<file path="config.mk">
export PLATFORM = sky130hd
export DESIGN_NAME = multibyte_sequence_length_checker_core
export DESIGN_NICKNAME = d
export VERILOG_FILES = /design/src/design/mslc_pkg.sv /design/src/design/mslc_check.sv /design/src/design/multibyte_sequence_length_checker_core.sv
export SDC_FILE = /design/constraint.sdc
export NUM_CORES = 1
export LEC_CHECK = 0
export ABC_CLOCK_PERIOD_IN_PS = 2700
export BUFFER_PORTS_ARGS = -buffer_cell sky130_fd_sc_hd__clkbuf_2
export CORE_UTILIZATION = 51
export DETAILED_ROUTE_END_ITERATION = 6
export GPL_TIMING_DRIVEN = 0
export PLACE_DENSITY = 0.81
export RECOVER_POWER = 100
export SETUP_SLACK_MARGIN = 0.3
export SLEW_MARGIN = 20
export SYNTH_ARGS = -nofsm -noshare
export SYNTH_HDL_FRONTEND = slang
export SYNTH_HIERARCHICAL = 1
export SYNTH_SLANG_ARGS = --single-unit
export TNS_END_PERCENT = 100
</file>
<file path="constraint.sdc">
create_clock -name clk -period 2.7 [get_ports clk]
set_clock_uncertainty 0.1 [all_clocks]
set_input_delay 0.27 -clock clk [delete_from_list [all_inputs] [get_ports clk]]
set_output_delay 0.27 -clock clk [all_outputs]
set_load 0.01 [all_outputs]
</file>
<file path="src/design/mslc_pkg.sv">
`timescale 1ns / 1ps
// ----------------------------------------------------------------------------
// mslc_pkg
// Shared types and codes for the multibyte sequence length checker: encoding
// group codes, status codes and the result record.
// ----------------------------------------------------------------------------
package mslc_pkg;

    localparam int unsigned ByteW  = 8;
    localparam int unsigned CountW = 3;
    localparam int unsigned GroupW = 4;
    localparam int unsigned StatW  = 2;

    typedef enum logic [GroupW-1:0] {
        GRP_SINGLE   = 4'd0,
        GRP_BIG5     = 4'd1,
        GRP_EUC_CN   = 4'd2,
        GRP_EUC_JP   = 4'd3,
        GRP_EUC_JIS  = 4'd4,
        GRP_EUC_KR   = 4'd5,
        GRP_EUC_TW   = 4'd6,
        GRP_GB18030  = 4'd7,
        GRP_GBK      = 4'd8,
        GRP_JOHAB    = 4'd9,
        GRP_MULE     = 4'd10,
        GRP_SJIS     = 4'd11,
        GRP_SJIS2004 = 4'd12,
        GRP_UHC      = 4'd13,
        GRP_UTF8     = 4'd14
    } group_e_t;

    typedef enum logic [StatW-1:0] {
        STAT_VALID   = 2'd0,
        STAT_END     = 2'd1,
        STAT_INVALID = 2'd2
    } status_e_t;

    // per-encoding verdict: err set means len holds the error span
    typedef struct packed {
        logic              err;
        logic [CountW-1:0] len;
    } verdict_t;

    typedef struct packed {
        status_e_t         status;
        logic [CountW-1:0] seq_len;
        logic [CountW-1:0] error_span;
    } result_t;

endpackage

</file>
<file path="src/design/mslc_check.sv">
`timescale 1ns / 1ps
// ----------------------------------------------------------------------------
// mslc_check
// Combinational byte range checks for one window under the selected
// encoding group.
// ----------------------------------------------------------------------------
module mslc_check (
    input  mslc_pkg::group_e_t          group,
    input  logic [mslc_pkg::ByteW-1:0]  byte0,
    input  logic [mslc_pkg::ByteW-1:0]  byte1,
    input  logic [mslc_pkg::ByteW-1:0]  byte2,
    input  logic [mslc_pkg::ByteW-1:0]  byte3,
    input  logic [mslc_pkg::CountW-1:0] bytes_left,
    output mslc_pkg::result_t           result
);
    import mslc_pkg::*;

    logic [CountW-1:0] n;
    verdict_t          v;

    function automatic logic rng(input logic [7:0] x, input logic [7:0] lo,
                                 input logic [7:0] hi);
        rng = (x >= lo) && (x <= hi);
    endfunction

    function automatic verdict_t ok(input logic [2:0] len);
        ok = '{err: 1'b0, len: len};
    endfunction

    function automatic verdict_t bad(input logic [2:0] span);
        bad = '{err: 1'b1, len: span};
    endfunction

    function automatic verdict_t chk_big5(input logic [7:0] b0, input logic [7:0] b1,
                                          input logic [2:0] cnt);
        if (b0 < 8'h80) chk_big5 = ok(3'd1);
        else if (!rng(b0, 8'h81, 8'hfe) || cnt < 3'd2) chk_big5 = bad(3'd1);
        else if (rng(b1, 8'h40, 8'h7e) || rng(b1, 8'ha1, 8'hfe)) chk_big5 = ok(3'd2);
        else chk_big5 = bad(3'd2);
    endfunction

    function automatic verdict_t chk_euc2(input logic [7:0] b0, input logic [7:0] b1,
                                          input logic [2:0] cnt, input logic [7:0] lead_hi,
                                          input logic [2:0] bad_span);
        if (b0 < 8'h80) chk_euc2 = ok(3'd1);
        else if (!rng(b0, 8'ha1, lead_hi) || cnt < 3'd2) chk_euc2 = bad(3'd1);
        else if (!rng(b1, 8'ha1, 8'hfe)) chk_euc2 = bad(bad_span);
        else chk_euc2 = ok(3'd2);
    endfunction

    function automatic verdict_t chk_eucjp(input logic [7:0] b0, input logic [7:0] b1,
                                           input logic [7:0] b2, input logic [2:0] cnt);
        if (b0 < 8'h80) chk_eucjp = ok(3'd1);
        else if (cnt < 3'd2) chk_eucjp = bad(3'd1);
        else if (b0 == 8'h8e || rng(b0, 8'ha1, 8'hfe))
            chk_eucjp = rng(b1, 8'ha1, 8'hfe) ? ok(3'd2) : bad(3'd2);
        else if (b0 == 8'h8f && cnt >= 3'd3)
            chk_eucjp = (rng(b1, 8'ha1, 8'hfe) && rng(b2, 8'ha1, 8'hfe))
                ? ok(3'd3) : bad(3'd3);
        else chk_eucjp = bad(3'd1);
    endfunction

    function automatic verdict_t chk_euctw(input logic [7:0] b0, input logic [7:0] b1,
                                           input logic [7:0] b2, input logic [7:0] b3,
                                           input logic [2:0] cnt);
        if (b0 < 8'h80) chk_euctw = ok(3'd1);
        else if (cnt < 3'd2) chk_euctw = bad(3'd1);
        else if (rng(b0, 8'ha1, 8'hfe))
            chk_euctw = rng(b1, 8'ha1, 8'hfe) ? ok(3'd2) : bad(3'd2);
        else if (b0 != 8'h8e || cnt < 3'd4) chk_euctw = bad(3'd1);
        else if (rng(b1, 8'ha1, 8'hb0) && rng(b2, 8'ha1, 8'hfe) && rng(b3, 8'ha1, 8'hfe))
            chk_euctw = ok(3'd4);
        else chk_euctw = bad(3'd4);
    endfunction

    function automatic verdict_t chk_gb18030(input logic [7:0] b0, input logic [7:0] b1,
                                             input logic [7:0] b2, input logic [7:0] b3,
                                             input logic [2:0] cnt);
        if (b0 < 8'h80) chk_gb18030 = ok(3'd1);
        else if (cnt < 3'd2) chk_gb18030 = bad(cnt);
        else if (rng(b1, 8'h40, 8'hfe))
            chk_gb18030 = (b1 == 8'h7f) ? bad(3'd2) : ok(3'd2);
        else if (cnt < 3'd4) chk_gb18030 = bad(cnt);
        else if (rng(b1, 8'h30, 8'h39) && rng(b2, 8'h81, 8'hfe) && rng(b3, 8'h30, 8'h39))
            chk_gb18030 = ok(3'd4);
        else chk_gb18030 = bad(3'd4);
    endfunction

    function automatic verdict_t chk_gbk(input logic [7:0] f, input logic [7:0] s,
                                         input logic [2:0] cnt);
        logic hi;
        logic lo;
        hi = rng(s, 8'ha1, 8'hfe);
        lo = rng(s, 8'h40, 8'ha0) && s != 8'h7f;
        if (f < 8'h80) chk_gbk = ok(3'd1);
        else if (cnt < 3'd2) chk_gbk = bad(3'd1);
        else if ((rng(f, 8'ha1, 8'ha9) && hi) || (rng(f, 8'hb0, 8'hf7) && hi) ||
                 (rng(f, 8'h81, 8'ha0) && rng(s, 8'h40, 8'hfe) && s != 8'h7f) ||
                 (rng(f, 8'haa, 8'hfe) && lo) || (rng(f, 8'ha8, 8'ha9) && lo) ||
                 (rng(f, 8'haa, 8'haf) && hi) || (rng(f, 8'hf8, 8'hfe) && hi) ||
                 (rng(f, 8'ha1, 8'ha7) && lo))
            chk_gbk = ok(3'd2);
        else chk_gbk = bad(3'd2);
    endfunction

    function automatic verdict_t chk_johab(input logic [7:0] f, input logic [7:0] s,
                                           input logic [2:0] cnt);
        if (f < 8'h80) chk_johab = ok(3'd1);
        else if (cnt < 3'd2) chk_johab = bad(3'd1);
        else if ((rng(f, 8'h84, 8'hd3) && (rng(s, 8'h41, 8'h7e) || rng(s, 8'h81, 8'hfe))) ||
                 ((rng(f, 8'hd8, 8'hde) || rng(f, 8'he0, 8'hf9)) &&
                  (rng(s, 8'h31, 8'h7e) || rng(s, 8'h91, 8'hfe))))
            chk_johab = ok(3'd2);
        else chk_johab = bad(3'd2);
    endfunction

    function automatic verdict_t chk_mule(input logic [7:0] f, input logic [7:0] s,
                                          input logic [7:0] b2, input logic [7:0] b3,
                                          input logic [2:0] cnt);
        if (f < 8'h80) chk_mule = ok(3'd1);
        else if (cnt < 3'd2) chk_mule = bad(3'd1);
        else if (rng(f, 8'h81, 8'h8d) && s >= 8'ha0) chk_mule = ok(3'd2);
        else if (cnt < 3'd3) chk_mule = bad(3'd2);
        else if (((f == 8'h9a && rng(s, 8'ha0, 8'hdf)) ||
                  (f == 8'h9b && rng(s, 8'he0, 8'hef)) ||
                  (rng(f, 8'h90, 8'h99) && s >= 8'ha0)) && s >= 8'ha0)
            chk_mule = ok(3'd3);
        else if (cnt < 3'd4) chk_mule = bad(3'd3);
        else if (((f == 8'h9c && rng(s, 8'hf0, 8'hf4)) ||
                  (f == 8'h9d && rng(s, 8'hf5, 8'hfe))) && b2 >= 8'ha0 && b3 >= 8'ha0)
            chk_mule = ok(3'd4);
        else chk_mule = bad(3'd4);
    endfunction

    function automatic verdict_t chk_sjis(input logic [7:0] b0, input logic [7:0] b1,
                                          input logic [2:0] cnt);
        if (b0 < 8'h80 || rng(b0, 8'ha1, 8'hdf)) chk_sjis = ok(3'd1);
        else if (!rng(b0, 8'h81, 8'h9f) && !rng(b0, 8'he0, 8'hfc)) chk_sjis = bad(3'd1);
        else if (cnt < 3'd2) chk_sjis = bad(cnt);
        else if (b1 == 8'h7f) chk_sjis = bad(3'd2);
        else chk_sjis = rng(b1, 8'h40, 8'hfc) ? ok(3'd2) : bad(3'd2);
    endfunction

    function automatic verdict_t chk_uhc(input logic [7:0] b0, input logic [7:0] s,
                                         input logic [2:0] cnt);
        if (b0 < 8'h80) chk_uhc = ok(3'd1);
        else if (cnt < 3'd2) chk_uhc = bad(cnt);
        else if (rng(b0, 8'h80, 8'hc6))
            chk_uhc = (rng(s, 8'h41, 8'h5a) || rng(s, 8'h61, 8'h7a) || rng(s, 8'h80, 8'hfe))
                ? ok(3'd2) : bad(3'd2);
        else if (rng(b0, 8'ha1, 8'hfe))
            chk_uhc = rng(s, 8'ha1, 8'hfe) ? ok(3'd2) : bad(3'd2);
        else chk_uhc = bad(3'd1);
    endfunction

    function automatic verdict_t chk_utf8(input logic [7:0] b0, input logic [7:0] b1,
                                          input logic [7:0] b2, input logic [7:0] b3,
                                          input logic [2:0] cnt);
        logic c1;
        logic c2;
        logic c3;
        c1 = rng(b1, 8'h80, 8'hbf);
        c2 = rng(b2, 8'h80, 8'hbf);
        c3 = rng(b3, 8'h80, 8'hbf);
        if (b0 < 8'h80) chk_utf8 = ok(3'd1);
        else if (cnt < 3'd2) chk_utf8 = bad(cnt);
        else if (rng(b0, 8'hc0, 8'hdf)) chk_utf8 = c1 ? ok(3'd2) : bad(3'd2);
        else if (cnt < 3'd3) chk_utf8 = bad(cnt);
        else if (rng(b0, 8'he0, 8'hef)) chk_utf8 = (c1 && c2) ? ok(3'd3) : bad(3'd3);
        else if (cnt < 3'd4) chk_utf8 = bad(cnt);
        else if (rng(b0, 8'hf0, 8'hf7)) chk_utf8 = (c1 && c2 && c3) ? ok(3'd4) : bad(3'd4);
        else chk_utf8 = bad(3'd1);
    endfunction

    // remaining count saturates at four
    assign n = (bytes_left > 3'd4) ? 3'd4 : bytes_left;

    always_comb
    begin
        unique case (group)
            GRP_BIG5:                v = chk_big5(byte0, byte1, n);
            GRP_EUC_CN:              v = chk_euc2(byte0, byte1, n, 8'hf7, 3'd2);
            GRP_EUC_JP, GRP_EUC_JIS: v = chk_eucjp(byte0, byte1, byte2, n);
            GRP_EUC_KR:              v = chk_euc2(byte0, byte1, n, 8'hfe, 3'd1);
            GRP_EUC_TW:              v = chk_euctw(byte0, byte1, byte2, byte3, n);
            GRP_GB18030:             v = chk_gb18030(byte0, byte1, byte2, byte3, n);
            GRP_GBK:                 v = chk_gbk(byte0, byte1, n);
            GRP_JOHAB:               v = chk_johab(byte0, byte1, n);
            GRP_MULE:                v = chk_mule(byte0, byte1, byte2, byte3, n);
            GRP_SJIS, GRP_SJIS2004:  v = chk_sjis(byte0, byte1, n);
            GRP_UHC:                 v = chk_uhc(byte0, byte1, n);
            GRP_UTF8:                v = chk_utf8(byte0, byte1, byte2, byte3, n);
            default:                 v = ok(3'd1);
        endcase
    end

    always_comb
    begin
        if (n == '0)
            result = '{status: STAT_END, seq_len: '0, error_span: '0};
        else if (v.err)
            result = '{status: STAT_INVALID, seq_len: '0, error_span: v.len};
        else
            result = '{status: STAT_VALID, seq_len: v.len, error_span: '0};
    end

endmodule

</file>
<file path="src/design/multibyte_sequence_length_checker_core.sv">
`timescale 1ns / 1ps
// ----------------------------------------------------------------------------
// multibyte_sequence_length_checker_core
// Checks a window of up to four bytes at a character boundary against the
// byte rules of one of fifteen encoding groups and reports end of data,
// a valid sequence length, or an invalid sequence span.
// ----------------------------------------------------------------------------
// A transaction is taken at every clock edge with start high; busy is never
// raised, so one window can follow another in every cycle. Each transaction
// gives exactly one result, on status / seq_len / error_span while done is
// high for one cycle. The window goes into the input register at the edge
// that takes the transaction, and the range-check logic loads the result
// register at the next edge, so done is high in the cycle after that next
// edge. The receiver cannot stall and must take the result in that cycle.
// The encoding group is written through cfg_we / cfg_wdata and must only
// change while no transaction is in flight.
// ----------------------------------------------------------------------------
module multibyte_sequence_length_checker_core (
    input  logic                          clk,
    input  logic                          rst_n,
    input  logic                          cfg_we,
    input  logic [mslc_pkg::GroupW-1:0]   cfg_wdata,
    input  logic                          start,
    output logic                          busy,
    input  logic [mslc_pkg::ByteW-1:0]    byte0,
    input  logic [mslc_pkg::ByteW-1:0]    byte1,
    input  logic [mslc_pkg::ByteW-1:0]    byte2,
    input  logic [mslc_pkg::ByteW-1:0]    byte3,
    input  logic [mslc_pkg::CountW-1:0]   bytes_left,
    output logic                          done,
    output logic [mslc_pkg::StatW-1:0]    status,
    output logic [mslc_pkg::CountW-1:0]   seq_len,
    output logic [mslc_pkg::CountW-1:0]   error_span
);
    import mslc_pkg::*;

    // configuration
    group_e_t          group_reg;

    // input stage
    logic              stage_valid_reg;
    logic [ByteW-1:0]  byte0_reg;
    logic [ByteW-1:0]  byte1_reg;
    logic [ByteW-1:0]  byte2_reg;
    logic [ByteW-1:0]  byte3_reg;
    logic [CountW-1:0] bytes_left_reg;

    // result stage
    logic              done_reg;
    result_t           result_next;
    result_t           result_reg;

    logic              accept;

    // the pipeline never holds off a new transaction
    assign busy   = 1'b0;
    assign accept = start && !busy;

    // encoding group register, codes 0..15 all map onto the enum width
    always_ff @(posedge clk or negedge rst_n)
    begin
        if (!rst_n)
            group_reg <= GRP_SINGLE;
        else if (cfg_we)
            group_reg <= group_e_t'(cfg_wdata);
    end

    // input register: window and remaining count
    always_ff @(posedge clk or negedge rst_n)
    begin
        if (!rst_n)
            stage_valid_reg <= 1'b0;
        else
            stage_valid_reg <= accept;
    end

    always_ff @(posedge clk)
    begin
        if (accept)
        begin
            byte0_reg      <= byte0;
            byte1_reg      <= byte1;
            byte2_reg      <= byte2;
            byte3_reg      <= byte3;
            bytes_left_reg <= bytes_left;
        end
    end

    // range checks for the selected group
    mslc_check u_check (
        .group      (group_reg),
        .byte0      (byte0_reg),
        .byte1      (byte1_reg),
        .byte2      (byte2_reg),
        .byte3      (byte3_reg),
        .bytes_left (bytes_left_reg),
        .result     (result_next)
    );

    // result register, strobe lasts one cycle
    always_ff @(posedge clk or negedge rst_n)
    begin
        if (!rst_n)
            done_reg <= 1'b0;
        else
            done_reg <= stage_valid_reg;
    end

    always_ff @(posedge clk)
    begin
        if (stage_valid_reg)
            result_reg <= result_next;
    end

    assign done       = done_reg;
    assign status     = result_reg.status;
    assign seq_len    = result_reg.seq_len;
    assign error_span = result_reg.error_span;

`ifndef SYNTHESIS
    // every strobe comes from a window held in the input stage
    a_done_from_stage: assert property (@(posedge clk) disable iff (!rst_n)
        done |-> $past(stage_valid_reg))
        else $error("result strobe without a staged transaction");

    // a valid result carries a length and no span
    a_valid_fields: assert property (@(posedge clk) disable iff (!rst_n)
        (done && status == STAT_VALID) |-> (seq_len != '0 && error_span == '0))
        else $error("valid result with bad length or span");

    // an invalid result carries a span of one to four and no length
    a_invalid_fields: assert property (@(posedge clk) disable iff (!rst_n)
        (done && status == STAT_INVALID) |->
            (seq_len == '0 && error_span != '0 && error_span <= 3'd4))
        else $error("invalid result with bad length or span");

    // end of data exactly when the staged count was zero
    a_end_of_data: assert property (@(posedge clk) disable iff (!rst_n)
        done |-> ((status == STAT_END) == ($past(bytes_left_reg) == '0)))
        else $error("end of data status does not match remaining count");
`endif

endmodule
</file>
==> tab_implementation.tex <==
\begin{tabular}{lr}
\hline
Metric & Value \\
\hline
\multicolumn{2}{l}{\textbf{Timing}} \\
Final worst path period need & 2.718 ns \\
Maximum achievable frequency & 368.0 MHz \\
Setup slack of the critical path after layout & -0.01773 ns \\
Setup TNS after final layout & -0.01783 ns \\
Hold slack final & 0.03258 ns \\
Slew Limit Fails & 37 \\
Share of the clock period used by the worst path after layout & 100.7\% \\
Actual transition at the worst max-transition pin & 1.832 ns \\
Relative slew slack & -22.13\% \\
Final hold viol count & 0 \\
Unrepaired setup endpoints after global routing & true \\
Final setup violation count & 2 \\
\multicolumn{2}{l}{\textbf{Min path}} \\
Instance count along the most critical hold path & 1 \\
Worst Hold Class & in2reg \\
Worst min-delay path startpoint & byte3[3] \\
Worst Hold Endpoint & byte3\_reg[3] \\
\multicolumn{2}{l}{\textbf{Drt}} \\
Number of vias in the routed layout & 3208 \\
Routed wire length & 9705 µm \\
Wire length per cell after detailed routing & 20.43 µm \\
Starting DRT DRC Count & 370 \\
Count of antenna-violating nets left after detailed routing & 0 \\
DRC viols & 0 \\
Drt pass-1 iters & 5 \\
Post-DR vias/cell & 6.754 \\
\multicolumn{2}{l}{\textbf{Critical path}} \\
Depth of the worst register-to-register path & 8 \\
Arrival time reported for the critical path endpoint & 2.68 ns \\
Worst Path Class, Setup & reg2reg \\
Cell type of the slowest stage on the worst timing path & or4b\_4 \\
Cell class contributing the biggest share of worst-path delay & simple AND/OR/NAND/NOR gates \\
Required time at the endpoint of the critical path & 2.66 ns \\
Cell chain of the critical path & buf\_6 > or4b\_4 > or3\_4 > o32ai\_4 > a2bb2oi\_2 > nand4\_1 > o21ai\_2 > a21oi\_2 \\
Startpoint class of the critical path & flop \\
Worst Path Buf+Inv & 1 \\
Critical path's largest stage delay & 0.54 ns \\
Largest fanout of any net on the critical path & 4 \\
Reg2Reg Launch Point & byte0\_reg[4] \\
Reg-to-reg endpoint & error\_span[0] \\
Capturing element type of the critical path & flop \\
Worst R2R Setup Slack & -0.02 ns \\
\multicolumn{2}{l}{\textbf{Global routing}} \\
Number of antenna violations at the first check in global routing & 0 \\
Number of global-route vias before repair & 2847 \\
GRT overflow & 0 \\
Pin count of the biggest net entering global routing & 37 \\
Global-route wire length before repair & 14590 µm \\
Total global routing track utilization & 30.03\% \\
\multicolumn{2}{l}{\textbf{Cells and area}} \\
Filler instances & 475 \\
Fraction of final layout cells sized beyond drive strength 1 & 32.75\% \\
Post-Layout Cell Count & 475 \\
Nets & 442 \\
Register Area & 1441 µm² \\
Post-synthesis to final-layout area growth & 25.26\% \\
Area of combinational cells with multiple inputs & 1907 µm² \\
Number of diodes & 0 \\
\multicolumn{2}{l}{\textbf{Logic synthesis}} \\
Most used flip-flop cell after synthesis & edfxtp\_1 \\
Post-synthesis instance area & 3239 µm² \\
Warnings from Yosys & 6 \\
Count of cell types in the netlist & 81 \\
Synth Net Count & 371 \\
Post-synthesis average cell area & 9.876 µm² \\
Share of async-settable or async-resettable flops after synthesis & 12.24\% \\
EDFF count, synth & 43 \\
Fraction of the yosys area taken by sequential cells & 44.50\% \\
Post-Synthesis Cells & 328 \\
Number of flip-flops and latches in the synthesized netlist & 49 \\
\multicolumn{2}{l}{\textbf{Floorplanning}} \\
Overall die width & 81.70 µm \\
Initial core utilization & 53.76\% \\
Die extent in y & 81.70 µm \\
Number of I/O pins & 53 \\
Total number of placement rows & 28 \\
Die area & 6674 µm² \\
Std-Cell Core Area & 6026 µm² \\
\multicolumn{2}{l}{\textbf{Run status}} \\
Violations in the final reports & max-capacitance violations, max-slew violations, negative setup slack \\
Run status & complete, but fails checks \\
\multicolumn{2}{l}{\textbf{Place}} \\
Sum of net half-perimeters after detailed placement & 6993 µm \\
Inst Count DP & 454 \\
GPL Wtd Cong & 1.002 \\
Pre-CTS WS & -0.2291 ns \\
Number of I/O port buffers & 51 \\
\multicolumn{2}{l}{\textbf{Clocking}} \\
Clock-pin slew on the worst setup and hold paths & 0.09 ns \\
TritonCTS sink count & 49 \\
Clk Latency, worst-skew pair & 0.30 ns \\
TritonCTS clock tree & built \\
Root buffer selected by CTS & clkbuf\_8 \\
TritonCTS buffer count & 5 \\
Maximum level of the CTS H-tree & 2 \\
Maximum buffer depth of the clock tree & 2 \\
\multicolumn{2}{l}{\textbf{Power}} \\
Max rail drop VDD & 0.3979 mV \\
Static leakage & 1.442 nW \\
Power Dens Cells & 504.8 nW/µm² \\
Overall power & 2.048 mW \\
\multicolumn{2}{l}{\textbf{Job}} \\
Reported max-cap violation count & 1 \\
\hline
\end{tabular}
[area by class of cell]
type,instances,share of cell area [%]
Timing Repair Buffer,64,8.511
Tap cell,75,2.313
Multi-Input combinational cell,247,46.99
Clock buffer,6,1.788
Buffer,22,3.084
Inverter,10,0.9251
Sequential cell,49,35.52
Clock inverter,2,0.8634
[cell usage after synthesis, types with 2 or more instances]
cell,instances,share of area (%)
edfxtp_1,43,40
nor2_1,29,3.4
nand2_1,19,2.2
o21ai_0,17,2.6
a21oi_1,16,2.5
nand3_1,13,2.0
buf_2,12,1.9
nor3_1,12,1.9
inv_1,10,1.2
nand2b_1,9,1.7
nand4_1,9,1.7
o211ai_1,8,1.9
clkbuf_1,7,0.81
dfrtp_1,6,4.6
a2111oi_0,5,1.4
a211o_1,5,1.4
nor4_1,5,0.97
a311oi_1,4,1.1
a31oi_1,4,0.77
and3_1,4,0.77
mux2_2,4,1.4
a22oi_1,3,0.70
a2bb2oi_1,3,0.81
and4_1,3,0.81
nand3b_1,3,0.70
nor2b_1,3,0.58
nor4b_1,3,0.81
o21a_1,3,0.70
a2111oi_2,2,0.93
a21o_1,2,0.46
a221oi_1,2,0.54
a311o_1,2,0.62
and2_1,2,0.39
nand4bb_1,2,0.70
nor4bb_1,2,0.62
o2111ai_1,2,0.54
o22ai_1,2,0.39
o31ai_1,2,0.46
o32ai_1,2,0.54
or3_1,2,0.39
or3b_2,2,0.54
[where the power goes]
| part | switching [mW] | leakage [nW] | total [mW] | internal, mW |
|---|---|---|---|---|
| clock | 0.232 | 0.0552 | 0.507 | 0.275 |
| combinational | 0.353 | 0.893 | 0.589 | 0.236 |
| sequential | 0.0513 | 0.494 | 0.952 | 0.900 |
[per-layer routing]
layer / part of all wire, % / wire length (µm) / up-vias / GRT usage, %
met2: 46 / 4493 / 242 / 48.33
met4: 4.8 / 468 / 0 / 12.63
met5: 0 / 0 / - / 0
met3: 11 / 1099 / 51 / 6.111
met1: 38 / 3643 / 1474 / 39.28
li1: - / - / 1441 / -
[layout by cell type (no fill, tap or decap), types with 3 or more instances in the layout]
cell type  count
clkbuf_8       5
a22oi_1        3
a2111oi_2      3
mux2_2         4
edfxtp_1      43
and4_1         3
o21ai_0       16
clkbuf_2      45
a2111oi_4      3
nand2_1       19
a21oi_1       14
nor2b_1        3
nor4_1         5
buf_4         14
dfrtp_1        6
buf_2          8
nand3_1       13
o21a_1         3
a311oi_2       3
and2_1         3
inv_1         10
nand4_1        9
a211o_1        5
and3_1         4
nand3b_1       3
nor2_1        26
nand2b_1       9
nor3_1        11
a31oi_1        3
clkbuf_1      15
o211ai_1       8
[cells by family after synthesis]
logic type / after synthesis / share of synthesized area (%)
simple gates: 139 / 25.57
compound gates: 101 / 23.29
flops: 49 / 44.50
buf+inv: 32 / 4.558
mux: 5 / 1.699
xor+xnor: 1 / 0.2704
other cells: 1 / 0.1158
[stage by stage]
stage / area, µm² / utilization [%]
after floorplan: 3311 / -
after global placement: 3660 / 60.73
after detailed placement: 3660 / 60.73
after CTS: 3956 / 65.66
after global routing: 4058 / 67.34
final: 4058 / 67.34
[worst max path at each step]
stage                 start             to  slack (ns)  cells past startpoint
6_report       byte0_reg[4]  error_span[0]       -0.02                      8
5_1_grt        byte0_reg[7]  error_span[1]       -0.07                      8
4_1_cts        byte0_reg[5]  error_span[1]        0.05                      7
3_5_place_dp   byte0_reg[3]     seq_len[0]       -0.23                      8
3_3_place_gp   byte0_reg[3]     seq_len[0]       -0.21                      8
2_1_floorplan  byte1_reg[3]     seq_len[1]        0.25                      7
[repair_timing]
action	CTS	global route
resized for setup	24	24
hold endpoints to repair	6	0
pin swaps	17	9
buffers inserted	11	1
gates cloned	0	0
setup endpoints to repair	7	7
hold buffers	1	0
Note: power is estimated with default switching activity, not from simulation.
